<file path="src/rtl/core/hcfr_pkg.sv">
// Package for the hex command frame receiver: payload structs, the command
// passed from front to back, character constants and the hex pair decoder.
// No dependencies.
`default_nettype none

package hcfr_pkg;

  localparam logic [7:0] CHAR_HASH   = 8'h23;  // '#'
  localparam logic [7:0] CHAR_DOLLAR = 8'h24;  // '$'
  localparam logic [7:0] CHAR_STAR   = 8'h2A;  // '*'
  localparam logic [7:0] CHAR_ZERO   = 8'h30;  // '0'
  localparam logic [7:0] CHAR_LOW_A  = 8'h61;  // 'a'
  localparam logic [7:0] CHAR_LOW_F  = 8'h66;  // 'f'
  localparam logic [7:0] CHAR_NUL    = 8'h00;

  localparam logic [0:0] KIND_BYTE = 1'b0;
  localparam logic [0:0] KIND_TICK = 1'b1;

  localparam int STORE_DEPTH = 26;
  localparam int IDX_W       = 5;
  localparam int COUNT_W     = 7;
  localparam logic [COUNT_W-1:0] COUNT_MAX = 7'd127;

  localparam int LED_W = 9;
  localparam int OFF_W = 10;
  localparam logic [LED_W-1:0] LED_LAST = 9'd499;   // heartbeat period 500
  localparam logic [OFF_W-1:0] OFF_LAST = 10'd699;  // trigger release period 700

  typedef struct packed {
    logic       kind;
    logic [7:0] rx_byte;
  } item_t;

  typedef struct packed {
    logic        frame_valid;
    logic [7:0]  mode_byte;
    logic [7:0]  addr_first;
    logic [7:0]  addr_second;
    logic [7:0]  addr_third;
    logic [7:0]  config_byte;
    logic [63:0] payload;
    logic        led_level;
    logic        trigger_level;
  } result_t;

  // One classified item, as handed from the front to the back.
  typedef struct packed {
    logic             tick;
    logic             clear;
    logic             arm;
    logic             wr_en;
    logic [IDX_W-1:0] wr_idx;
    logic [7:0]       wr_byte;
    logic             close_ok;
  } cmd_t;

  function automatic logic [7:0] digit_value(input logic [7:0] c);
    logic [7:0] v;
    if (c >= CHAR_LOW_A && c <= CHAR_LOW_F) begin
      v = c - CHAR_LOW_A + 8'd10;
    end else begin
      v = c - CHAR_ZERO;
    end
    return v;
  endfunction

  // Low nibble of the high digit moved to the upper nibble, OR the whole low digit.
  function automatic logic [7:0] pair_decode(input logic [7:0] hi_c, input logic [7:0] lo_c);
    logic [7:0] h;
    logic [7:0] l;
    h = digit_value(hi_c);
    l = digit_value(lo_c);
    return {h[3:0], 4'h0} | l;
  endfunction

endpackage

`default_nettype wire

</file>
<file path="src/rtl/core/hex_command_frame_receiver.sv">
// Hex command frame receiver, top level: front classifier, command queue,
// back executor and result queue. Depends on hcfr_pkg, hcfr_fifo,
// hcfr_front and hcfr_back.
//
// Each input item is a received UART byte or one timer tick; each item
// gives exactly one result, in order. A '#' while idle opens a frame and
// clears the 26-character store; bytes up to and including the closing
// '$' are stored by position. A frame with no zero byte and a length of
// at most LENGTH_LIMIT returns frame_valid with thirteen bytes decoded from
// the hex pairs at positions 1 to 26; every result also carries the LED and
// trigger levels. One item is taken per clock while full is low: the back
// stage executes one command per cycle while the result queue has room;
// each command is registered in the command queue, and its result in the
// result queue, before it can be popped. Each queue holds QUEUE_DEPTH entries;
// while the result side stalls, full rises at 2*QUEUE_DEPTH waiting items.
`default_nettype none

module hex_command_frame_receiver
  import hcfr_pkg::*;
#(
  parameter int LENGTH_LIMIT = 50,
  parameter int QUEUE_DEPTH  = 2
) (
  input  wire logic  clk,
  input  wire logic  rst,
  input  wire logic  push,
  output logic       full,
  input  wire item_t item,
  output logic       empty,
  input  wire logic  pop,
  output result_t    result
);

  localparam int CMD_W = $bits(cmd_t);
  localparam int RES_W = $bits(result_t);

  logic       accept;
  cmd_t       front_cmd;
  cmd_t       back_cmd;
  logic [CMD_W-1:0] back_cmd_bits;
  logic       cmd_full;
  logic       cmd_empty;
  logic       cmd_pop;
  logic       res_full;
  logic       res_push;
  result_t    back_res;
  logic [RES_W-1:0] result_bits;

  // Take an item whenever the command queue has room.
  assign full   = cmd_full;
  assign accept = push && !cmd_full;

  // Classify and advance frame position at transfer time.
  hcfr_front #(
    .LENGTH_LIMIT(LENGTH_LIMIT)
  ) u_front (
    .clk   (clk),
    .rst   (rst),
    .accept(accept),
    .item  (item),
    .cmd   (front_cmd)
  );

  // Hold classified commands so the back can stall on its own.
  hcfr_fifo #(
    .WIDTH(CMD_W),
    .DEPTH(QUEUE_DEPTH)
  ) u_cmd_q (
    .clk      (clk),
    .rst      (rst),
    .push     (accept),
    .push_data(front_cmd),
    .full     (cmd_full),
    .pop      (cmd_pop),
    .pop_data (back_cmd_bits),
    .empty    (cmd_empty)
  );

  assign back_cmd = cmd_t'(back_cmd_bits);

  // Execute one command per cycle while the result queue has room.
  hcfr_back u_back (
    .clk      (clk),
    .rst      (rst),
    .cmd_empty(cmd_empty),
    .cmd      (back_cmd),
    .cmd_pop  (cmd_pop),
    .res_full (res_full),
    .res_push (res_push),
    .res      (back_res)
  );

  // Present the oldest result until it is popped.
  hcfr_fifo #(
    .WIDTH(RES_W),
    .DEPTH(QUEUE_DEPTH)
  ) u_res_q (
    .clk      (clk),
    .rst      (rst),
    .push     (res_push),
    .push_data(back_res),
    .full     (res_full),
    .pop      (pop),
    .pop_data (result_bits),
    .empty    (empty)
  );

  assign result = result_t'(result_bits);

endmodule

`default_nettype wire

</file>
<file path="src/rtl/core/hcfr_fifo.sv">
// Small first-in first-out queue of flat words, used between front and back
// and in front of the result ports. No dependencies.
`default_nettype none

module hcfr_fifo #(
  parameter int WIDTH = 8,
  parameter int DEPTH = 2
) (
  input  wire logic             clk,
  input  wire logic             rst,
  input  wire logic             push,
  input  wire logic [WIDTH-1:0] push_data,
  output logic                  full,
  input  wire logic             pop,
  output logic [WIDTH-1:0]      pop_data,
  output logic                  empty
);

  localparam int AW = (DEPTH > 1) ? $clog2(DEPTH) : 1;
  localparam logic [AW-1:0] LAST = AW'(DEPTH - 1);
  localparam logic [AW:0]   FULL_COUNT = (AW + 1)'(DEPTH);

  logic [WIDTH-1:0] mem [DEPTH];
  logic [AW-1:0]    wr_ptr;
  logic [AW-1:0]    rd_ptr;
  logic [AW:0]      count;
  logic             do_push;
  logic             do_pop;

  assign full     = (count == FULL_COUNT);
  assign empty    = (count == '0);
  assign do_push  = push && !full;
  assign do_pop   = pop && !empty;
  assign pop_data = mem[rd_ptr];

  always_ff @(posedge clk) begin
    if (do_push) begin
      mem[wr_ptr] <= push_data;
    end
  end

  always_ff @(posedge clk) begin
    if (rst) begin
      wr_ptr <= '0;
      rd_ptr <= '0;
      count  <= '0;
    end else begin
      if (do_push) begin
        wr_ptr <= (wr_ptr == LAST) ? '0 : wr_ptr + 1'b1;
      end
      if (do_pop) begin
        rd_ptr <= (rd_ptr == LAST) ? '0 : rd_ptr + 1'b1;
      end
      if (do_push && !do_pop) begin
        count <= count + 1'b1;
      end else if (do_pop && !do_push) begin
        count <= count - 1'b1;
      end
    end
  end

endmodule

`default_nettype wire

</file>
<file path="src/rtl/core/hcfr_front.sv">
// Front of the receiver: tracks the frame position and zero flag and turns
// each transferred item into a command. Depends on hcfr_pkg.
`default_nettype none

module hcfr_front
  import hcfr_pkg::*;
#(
  parameter int LENGTH_LIMIT = 50
) (
  input  wire logic  clk,
  input  wire logic  rst,
  input  wire logic  accept,
  input  wire item_t item,
  output cmd_t       cmd
);

  // Length is count minus one, so accept while count is at most limit plus one.
  localparam logic [COUNT_W-1:0] CLOSE_MAX = COUNT_W'(LENGTH_LIMIT + 1);
  localparam logic [COUNT_W-1:0] STORE_LAST = COUNT_W'(STORE_DEPTH);

  logic [COUNT_W-1:0] frame_count;
  logic [COUNT_W-1:0] frame_count_next;
  logic               zero_seen;
  logic               zero_seen_next;

  always_comb begin
    cmd              = '0;
    cmd.wr_byte      = item.rx_byte;
    cmd.wr_idx       = IDX_W'(frame_count - 1'b1);
    frame_count_next = frame_count;
    zero_seen_next   = zero_seen;
    if (item.kind == KIND_TICK) begin
      cmd.tick = 1'b1;
    end else if (frame_count == '0) begin
      if (item.rx_byte == CHAR_HASH) begin
        cmd.clear        = 1'b1;
        zero_seen_next   = 1'b0;
        frame_count_next = COUNT_W'(1);
      end else if (item.rx_byte == CHAR_STAR) begin
        cmd.arm = 1'b1;
      end
    end else begin
      cmd.wr_en = (frame_count <= STORE_LAST);
      if (item.rx_byte == CHAR_DOLLAR) begin
        cmd.close_ok     = !zero_seen && (frame_count <= CLOSE_MAX);
        frame_count_next = '0;
      end else begin
        if (item.rx_byte == CHAR_NUL) begin
          zero_seen_next = 1'b1;
        end
        if (frame_count < COUNT_MAX) begin
          frame_count_next = frame_count + 1'b1;
        end
      end
    end
  end

  always_ff @(posedge clk) begin
    if (rst) begin
      frame_count <= '0;
      zero_seen   <= 1'b0;
    end else if (accept) begin
      frame_count <= frame_count_next;
      zero_seen   <= zero_seen_next;
    end
  end

endmodule

`default_nettype wire

</file>
<file path="src/rtl/core/hcfr_back.sv">
// Back of the receiver: executes commands against the character store, the
// tick counters, LED and trigger, and builds one result per command.
// Depends on hcfr_pkg.
`default_nettype none

module hcfr_back
  import hcfr_pkg::*;
(
  input  wire logic clk,
  input  wire logic rst,
  input  wire logic cmd_empty,
  input  wire cmd_t cmd,
  output logic      cmd_pop,
  input  wire logic res_full,
  output logic      res_push,
  output result_t   res
);

  logic [7:0]       store      [STORE_DEPTH];
  logic [7:0]       store_next [STORE_DEPTH];
  logic [31:0]      tick_count;
  logic [31:0]      tick_count_next;
  logic [LED_W-1:0] led_phase;
  logic [LED_W-1:0] led_phase_next;
  logic [OFF_W-1:0] off_phase;
  logic [OFF_W-1:0] off_phase_next;
  logic             led_on;
  logic             led_on_next;
  logic             trigger_armed;
  logic             trigger_armed_next;
  logic             trigger_out;
  logic             trigger_out_next;
  logic             wraps;

  assign cmd_pop  = !cmd_empty && !res_full;
  assign res_push = cmd_pop;

  // Store after this command: clear on frame open, then merge the write.
  always_comb begin
    for (int i = 0; i < STORE_DEPTH; i++) begin
      store_next[i] = cmd.clear ? 8'h00 : store[i];
      if (cmd.wr_en && cmd.wr_idx == IDX_W'(i)) begin
        store_next[i] = cmd.wr_byte;
      end
    end
  end

  // Phases track tick_count mod 500 and mod 700; the 32-bit wrap lands on zero.
  assign wraps = (tick_count == 32'hFFFF_FFFF);

  always_comb begin
    tick_count_next    = tick_count;
    led_phase_next     = led_phase;
    off_phase_next     = off_phase;
    led_on_next        = led_on;
    trigger_armed_next = trigger_armed;
    trigger_out_next   = trigger_out;
    if (cmd.tick) begin
      tick_count_next = tick_count + 32'd1;
      led_phase_next  = (wraps || led_phase == LED_LAST) ? '0 : led_phase + 1'b1;
      off_phase_next  = (wraps || off_phase == OFF_LAST) ? '0 : off_phase + 1'b1;
      if (led_phase_next == '0) begin
        led_on_next = !led_on;
      end
      if (trigger_armed) begin
        if (led_phase_next == '0) begin
          trigger_out_next = 1'b1;
        end
        if (off_phase_next == '0) begin
          trigger_out_next   = 1'b0;
          trigger_armed_next = 1'b0;
        end
      end
    end
    if (cmd.arm) begin
      trigger_armed_next = 1'b1;
    end
  end

  always_comb begin
    res = '0;
    if (cmd.close_ok) begin
      res.frame_valid = 1'b1;
      res.mode_byte   = pair_decode(store_next[0], store_next[1]);
      res.addr_first  = pair_decode(store_next[2], store_next[3]);
      res.addr_second = pair_decode(store_next[4], store_next[5]);
      res.addr_third  = pair_decode(store_next[6], store_next[7]);
      res.config_byte = pair_decode(store_next[8], store_next[9]);
      for (int k = 0; k < 8; k++) begin
        res.payload[63 - 8*k -: 8] = pair_decode(store_next[10 + 2*k], store_next[11 + 2*k]);
      end
    end
    res.led_level     = led_on_next;
    res.trigger_level = trigger_out_next;
  end

  always_ff @(posedge clk) begin
    if (rst) begin
      for (int i = 0; i < STORE_DEPTH; i++) begin
        store[i] <= 8'h00;
      end
      tick_count    <= '0;
      led_phase     <= '0;
      off_phase     <= '0;
      led_on        <= 1'b0;
      trigger_armed <= 1'b0;
      trigger_out   <= 1'b0;
    end else if (cmd_pop) begin
      for (int i = 0; i < STORE_DEPTH; i++) begin
        store[i] <= store_next[i];
      end
      tick_count    <= tick_count_next;
      led_phase     <= led_phase_next;
      off_phase     <= off_phase_next;
      led_on        <= led_on_next;
      trigger_armed <= trigger_armed_next;
      trigger_out   <= trigger_out_next;
    end
  end

  a_trigger_needs_arm: assert property (@(posedge clk) disable iff (rst)
    trigger_out |-> trigger_armed)
    else $error("trigger high while not armed");

  a_phase_range: assert property (@(posedge clk) disable iff (rst)
    (led_phase <= LED_LAST) && (off_phase <= OFF_LAST))
    else $error("tick phase counter out of range");

  a_led_only_on_tick: assert property (@(posedge clk) disable iff (rst)
    !(cmd_pop && cmd.tick) |=> $stable(led_on))
    else $error("LED changed without a tick");

endmodule

`default_nettype wire

</file>
<file path="config.mk">
export PLATFORM = sky130hd
export DESIGN_NAME = hex_command_frame_receiver
export DESIGN_NICKNAME = d
export VERILOG_FILES = /design/src/rtl/core/hcfr_pkg.sv /design/src/rtl/core/hex_command_frame_receiver.sv /design/src/rtl/core/hcfr_fifo.sv /design/src/rtl/core/hcfr_front.sv /design/src/rtl/core/hcfr_back.sv
export SDC_FILE = /design/constraint.sdc
export NUM_CORES = 1
export LEC_CHECK = 0
export ABC_AREA = 1
export BUFFER_PORTS_ARGS = -buffer_cell sky130_fd_sc_hd__buf_2
export CAP_MARGIN = 10
export CELL_PAD_IN_SITES_DETAIL_PLACEMENT = 0
export CELL_PAD_IN_SITES_GLOBAL_PLACEMENT = 1
export CORE_ASPECT_RATIO = 1.4
export CORE_MARGIN = 2
export CORE_UTILIZATION = 48
export DETAILED_ROUTE_END_ITERATION = 6
export PLACE_DENSITY_LB_ADDON = 0.1
export SYNTH_ARGS = -nofsm -noshare
export SYNTH_HDL_FRONTEND = slang
export SYNTH_SLANG_ARGS = --single-unit
</file>
<file path="constraint.sdc">
create_clock -name clk -period 8.3 [get_ports clk]
set_clock_uncertainty 0.1 [all_clocks]
set_input_delay 0.83 -clock clk [delete_from_list [all_inputs] [get_ports clk]]
set_output_delay 0.83 -clock clk [all_outputs]
set_load 0.02 [all_outputs]
</file>
== Word level (Yosys, flattened, before mapping) ==
Memory sizes are Yosys's and may differ from the RTL's. A register that Yosys moved wholly into a read port is not among the register bits.
Cells that the tools add are included.
Cells by class
  add/subtract/negate cells: 91
  magnitude comparators: 55
  equal/unequal tests: 35
  multiplexer cells: 182
  bitwise gates (word level): 40
  reductions and logical operators: 91
Operators with widths (number)
  two-way mux 8 bit: 104
  greater-or-equal comparator 8 x 7 -> 1 bit, second input constant: 26
  <= comparator 8 x 7 -> 1 bit, second input constant: 26
  two-way mux 105 bit: 1
  adder 8 x 4 -> 8 bit, second input constant: 13
  two-way mux 4 bit: 26
  bitwise OR 8 bit: 13
  subtractor 4 x 1 -> 4 bit, second input constant: 26
  subtractor 8 x 6 -> 8 bit, second input constant: 13
  subtractor 8 x 7 -> 8 bit, second input constant: 13
  logical AND 1 bit: 63
  adder 4 bit, second input constant: 13
  == test 5 bit, second input constant: 10
  == test 5 x 4 -> 1 bit, second input constant: 8
  two-way mux 1 bit: 39
  adder 32 x 1 -> 32 bit, second input constant: 1
  == test 32 bit, second input constant: 1
  two-way mux 7 bit: 4
  bitwise OR 1 bit: 26
  == test 8 x 6 -> 1 bit, second input constant: 3
  == test 5 x 3 -> 1 bit, second input constant: 4
  adder 10 x 1 -> 10 bit, second input constant: 1
  == test 10 bit, second input constant: 1
  == test 5 x 2 -> 1 bit, second input constant: 2
  other kinds (32): 57
Storage, ports and cells
  register bits after elaboration: 70
  bits in writable memories: 458
  bits of input ports: 13
  output and inout port bits: 109
  word-level logic and storage cells: 511
  memories: 3
Memories
  u_res_q.mem: words 2, width 107, read ports 1, clocked after memory_dff 1, write ports 1, line hcfr_fifo.sv:23  | logic [WIDTH-1:0] mem [DEPTH];
  u_back.store: words 26, width 8, read ports 26, clocked after memory_dff 0, write ports 26, line hcfr_back.sv:19  | logic [7:0] store [STORE_DEPTH];
  u_cmd_q.mem: words 2, width 18, read ports 1, clocked after memory_dff 1, write ports 1, line hcfr_fifo.sv:23

== Depth between registers and ports, before layout ==
  word-level depth: 9
  gate-level depth with buffers: 22
  depth with buffers taken out: 20

== Modules after synthesis ==
From an unflattened synthesis, not the netlist that was laid out.
Unflattened totals
  cell total of the unflattened synthesis: 3542
  area total of the unflattened synthesis: 29844.9 µm²
By module, submodules not included
  hcfr_back: times used 1, cells each 2941, area each 19297.3 µm², seq. area each 7327.0 µm²
  hcfr_fifo at u_res_q: times used 1, cells each 370, area each 8077.7 µm², seq. area each 6526.3 µm²
  hcfr_fifo at u_cmd_q: times used 1, cells each 93, area each 1605.3 µm², seq. area each 1181.1 µm²
  hcfr_front: times used 1, cells each 136, area each 854.6 µm², seq. area each 160.2 µm²
  hex_command_frame_receiver: times used 1, cells each 2, area each 10.0 µm², seq. area each 0.0 µm²

== Worst setup path before layout ==
Ideal clock, no wire load.
  path type: input port to flip-flop
  start point: input rst
  end point: memory u_back.store[0][0] (enable)
  setup time: 0.560 ns
  data arrival time: 5.133 ns
  required time: 7.640 ns
  setup slack: 2.507 ns
  cell stages on the path: 3
  buffers on the path: 1
  cells stage by stage: clkbuf_1 -> nor2_1 -> inv_1
RTL lines
  start, declared: line hex_command_frame_receiver.sv:25  | input wire logic rst,
  end, declared: line hcfr_back.sv:19

==> impl_metrics.env <==
export IMPL_critPathMaxFanout=74
export IMPL_yosys_warnings=0
export IMPL_irDropWorstVdd_v=0.000263
export IMPL_tightest_slew_ns=1.05
export IMPL_coreArea_sq_mm=0.0630
export IMPL_seq_area_frac_synth_pct=49.8
export IMPL_num_antenna_cells=0
export IMPL_grt_pass1_wl_microns=123000
export IMPL_synth_net_count=3583
export IMPL_ctsResizeCount=0
export IMPL_firstDrtPassIters=6
export IMPL_ys_ff_latch=530
export IMPL_die_h_microns=302
export IMPL_post_cts_setup_buffer_count=0
export IMPL_r2r_end="u_res_q.mem[0][80]$_DFFE_PP_"
export IMPL_synth_area_per_cell_sq_um=8.67
export IMPL_cts_reportedPaths_clkPinSlew_ns=0.06
export IMPL_drv_slew=0
export IMPL_ys_types=58
export IMPL_seqCellArea_sq_mm=0.0152
export IMPL_top_layer="met4"
export IMPL_cts_sinks=530
export IMPL_fin_nets=3664
export IMPL_cts_max_level=2
export IMPL_cp_data_required_time_ns=8.66
export IMPL_switching_share_pct=40.2
export IMPL_ctsLongestPathBuffers=3
export IMPL_ios=122
export IMPL_crit_top_cell="nand2_1"
export IMPL_rows=109
export IMPL_grt_max_degree=136
export IMPL_place_gp_congestion=0.849
export IMPL_start_util_pct=48.4
export IMPL_grt_overflow_total=0
export IMPL_crit_type="register to register"
export IMPL_final_area_sq_mm=0.0335
export IMPL_finalCriticalPeriod_ns=4.38
export IMPL_cts_tree="yes"
export IMPL_drtAntennaViolNets=0
export IMPL_p_per_area_mw_per_mm2=349
export IMPL_outcome="finished clean"
export IMPL_die_w_microns=217
export IMPL_cp_num_cells=19
export IMPL_rsz0062_at_grt="false"
export IMPL_synthCells=3518
export IMPL_routedWlPerCell_microns=17.4
export IMPL_min_path_type="input port to register"
export IMPL_max_stage_delay_ns=0.73
export IMPL_dpl_hpwl_microns=52600
export IMPL_path_cells="buf_4 -> inv_6 -> nand2_2 -> nand2_4 -> inv_4 -> buf_4 -> nand2_1 -> o21ai_2 -> inv_1 -> ha_1 -> inv_1 -> nor2_1 -> nand2_1 -> inv_1 -> nor2_4 -> nand2_1 -> nand2_1 -> nor2_1 -> nor2_1"
export IMPL_multi_input_area_sq_mm=0.0132
export IMPL_vias=23400
export IMPL_relSlewSlack_pct=30.2
export IMPL_pwr_share_seq_pct=37.4
export IMPL_layout_commonest_cell="nand2_1"
export IMPL_max_freq_mhz=228
export IMPL_reg2regPathDepth=19
export IMPL_cts_buffers=54
export IMPL_wl_met1_microns=33100
export IMPL_place_area_sq_mm=0.0317
export IMPL_synth_area_sq_mm=0.0305
export IMPL_crit_end="u_res_q.mem[0][80]$_DFFE_PP_"
export IMPL_grt_usage_pct=23.7
export IMPL_dieArea_sq_mm=0.0656
export IMPL_power_switching_uw=4700
export IMPL_root_buffer="clkbuf_16"
export IMPL_cp_start_kind="register"
export IMPL_wl_met3_microns=3220
export IMPL_cp_num_buf_inv=7
export IMPL_drt_iter0_drc=1647
export IMPL_grt_antenna_before_repair=0
export IMPL_setup_viol=0
export IMPL_worst_ep_arrival_time_ns=4.74
export IMPL_endpoint_kind="register"
export IMPL_area_growth_pct=9.96
export IMPL_p_int_uw=7000
export IMPL_wl_met2_microns=39400
export IMPL_insertion_delay_ns=0.62
export IMPL_drc_errors=0
export IMPL_rrSetupSlack_ns=3.92
export IMPL_final_layout_size_suffix_gt1_share_pct=16.3
export IMPL_final_fill_count=5901
export IMPL_hold_buffers=0
export IMPL_p_comb_share_pct=40.5
export IMPL_maxCapViolations=0
export IMPL_grt_pass1_vias=22800
export IMPL_post_route_period_util_pct=52.8
export IMPL_wl_microns=77900
export IMPL_viasPerCell=5.22
export IMPL_setup_tns_ns=0
export IMPL_final_cell_mix="nand2_1, nor2_1, edfxtp_1, inv_1, nand3_1"
export IMPL_cpMaxStageDelayCell="buf_4"
export IMPL_hold_viol_final=0
export IMPL_port_buffers=121
export IMPL_power_leakage_uw=0.0140
export IMPL_cp_top_family="buffers and inverters"
export IMPL_clkPwrFrac_pct=22.1
worst register-to-register path, stage by stage, from the launching register on:
cell and delay (ns):
dfxtp_1 0.31, buf_4 0.37, inv_6 0.19, nand2_2 0.12, nand2_4 0.30, inv_4 0.55, buf_4 0.73, nand2_1 0.23
o21ai_2 0.29, inv_1 0.12, ha_1 0.19, inv_1 0.05, nor2_1 0.03, nand2_1 0.08, inv_1 0.07, nor2_4 0.22
nand2_1 0.08, nand2_1 0.06, nor2_1 0.04, nor2_1 0.11
how the worst min path moves through the flow:
stage	from	endpoint	slack [ns]	cells past startpoint
after floorplan	u_back.trigger_out$_SDFFE_PP0P_	u_back.trigger_out$_SDFFE_PP0P_	0.33	2
after global placement	u_back.trigger_out$_SDFFE_PP0P_	u_back.trigger_out$_SDFFE_PP0P_	0.34	2
after detailed placement	u_res_q.rd_ptr$_SDFFE_PP0P_	register	0.36	2
after CTS	item[6]	u_cmd_q.mem[0][7]$_DFFE_PP_	0.28	1
after global routing	item[6]	u_cmd_q.mem[0][7]$_DFFE_PP_	0.30	1
final	item[6]	u_cmd_q.mem[0][7]$_DFFE_PP_	0.32	1
registers in the layout (all words and copies together), names as in the netlist, named ones only:
signal                count
u_front.frame_count       7
u_back.tick_count        32
u_back.led_phase          9
u_cmd_q.count             2
u_back.store            208
u_res_q.wr_ptr            1
u_back.off_phase         10
u_back.led_on             1
u_cmd_q.rd_ptr            1
u_cmd_q.mem              36
u_res_q.rd_ptr            1
u_back.trigger_armed      1
u_cmd_q.wr_ptr            1
u_res_q.mem             214
u_res_q.count             2
u_front.zero_seen         1
u_back.trigger_out        1
area by class of cell:
class | instances | area share [%]
sequential | 530 | 45.3
multi-input combinational | 2489 | 39.4
clock buffer | 68 | 4.40
inverter | 379 | 4.33
tap | 832 | 3.10
timing repair buffer | 145 | 2.34
clock inverter | 32 | 1.16
logic make-up after synthesis:
family                     after synthesis  synth area share [%]
and+or+nand+nor                       1886                  28.0
AOI/OAI and AO/OA                      396                  7.78
buffers and inverters                  499                  7.00
adders and majority gates               52                  2.13
muxes                                  107                  3.95
xor gates and xnor gates                48                  1.38
DFF                                    530                  49.8
per-layer routing:
metal | track usage, % | up-vias
met5 | 0 | -
met2 | 43.4 | 473
met4 | 7.06 | 0
met3 | 2.95 | 110
met1 | 29.0 | 11000
li1 | - | 11800
per-stage QoR:
stage	power, uW	std cells	utilization, %	setup slack, ns	hold slack (ns)
global route	12500	4475	53.2	3.49	0.296
detailed placement	9200	4375	50.3	3.89	0.361
floorplan	7900	3518	-	2.51	0.326
finish	11700	4475	53.2	3.92	0.319
global placement	9110	4375	50.3	4.00	0.343
CTS	11800	4475	53.2	3.85	0.281
synthesized netlist by cell type (all sizes together):
master	number	area share, %
nand2	986	13
nor2	525	7.8
edfxtp	458	45
inv	377	4.7
nand3	265	4.5
o21ai	246	5.0
a21oi	120	2.0
mux2	107	3.9
dfxtp	72	4.7
buf	61	1.5
clkbuf	59	0.73
ha	52	2.1
nand4	41	0.86
xor2	40	1.1
nor3	32	0.56
or2	13	0.27
o21a	11	0.27
nand3b	10	0.26
xnor2	8	0.23
and2	5	0.11
a211oi	4	0.098
nor4	4	0.082
nor3b	3	0.090
o211ai	3	0.074
o21bai	3	0.074
o31ai	3	0.074
a2111oi	2	0.057
and3	2	0.041
clkinv	2	0.025
a221oi	1	0.029
a31oi	1	0.021
o21ba	1	0.033
o22ai	1	0.021
power by group through the flow:
stage | clock, uW | sequential [uW] | combinational (uW)
4_1_cts | 2640 | 4380 | 4800
6_report | 2580 | 4380 | 4740
5_1_grt | 2730 | 4470 | 5290
2_1_floorplan | 0 | 4430 | 3470
3_3_place_gp | 0 | 4400 | 4710
3_5_place_dp | 0 | 4430 | 4770
No activity file was read; power rests on OpenSTA's default activity.
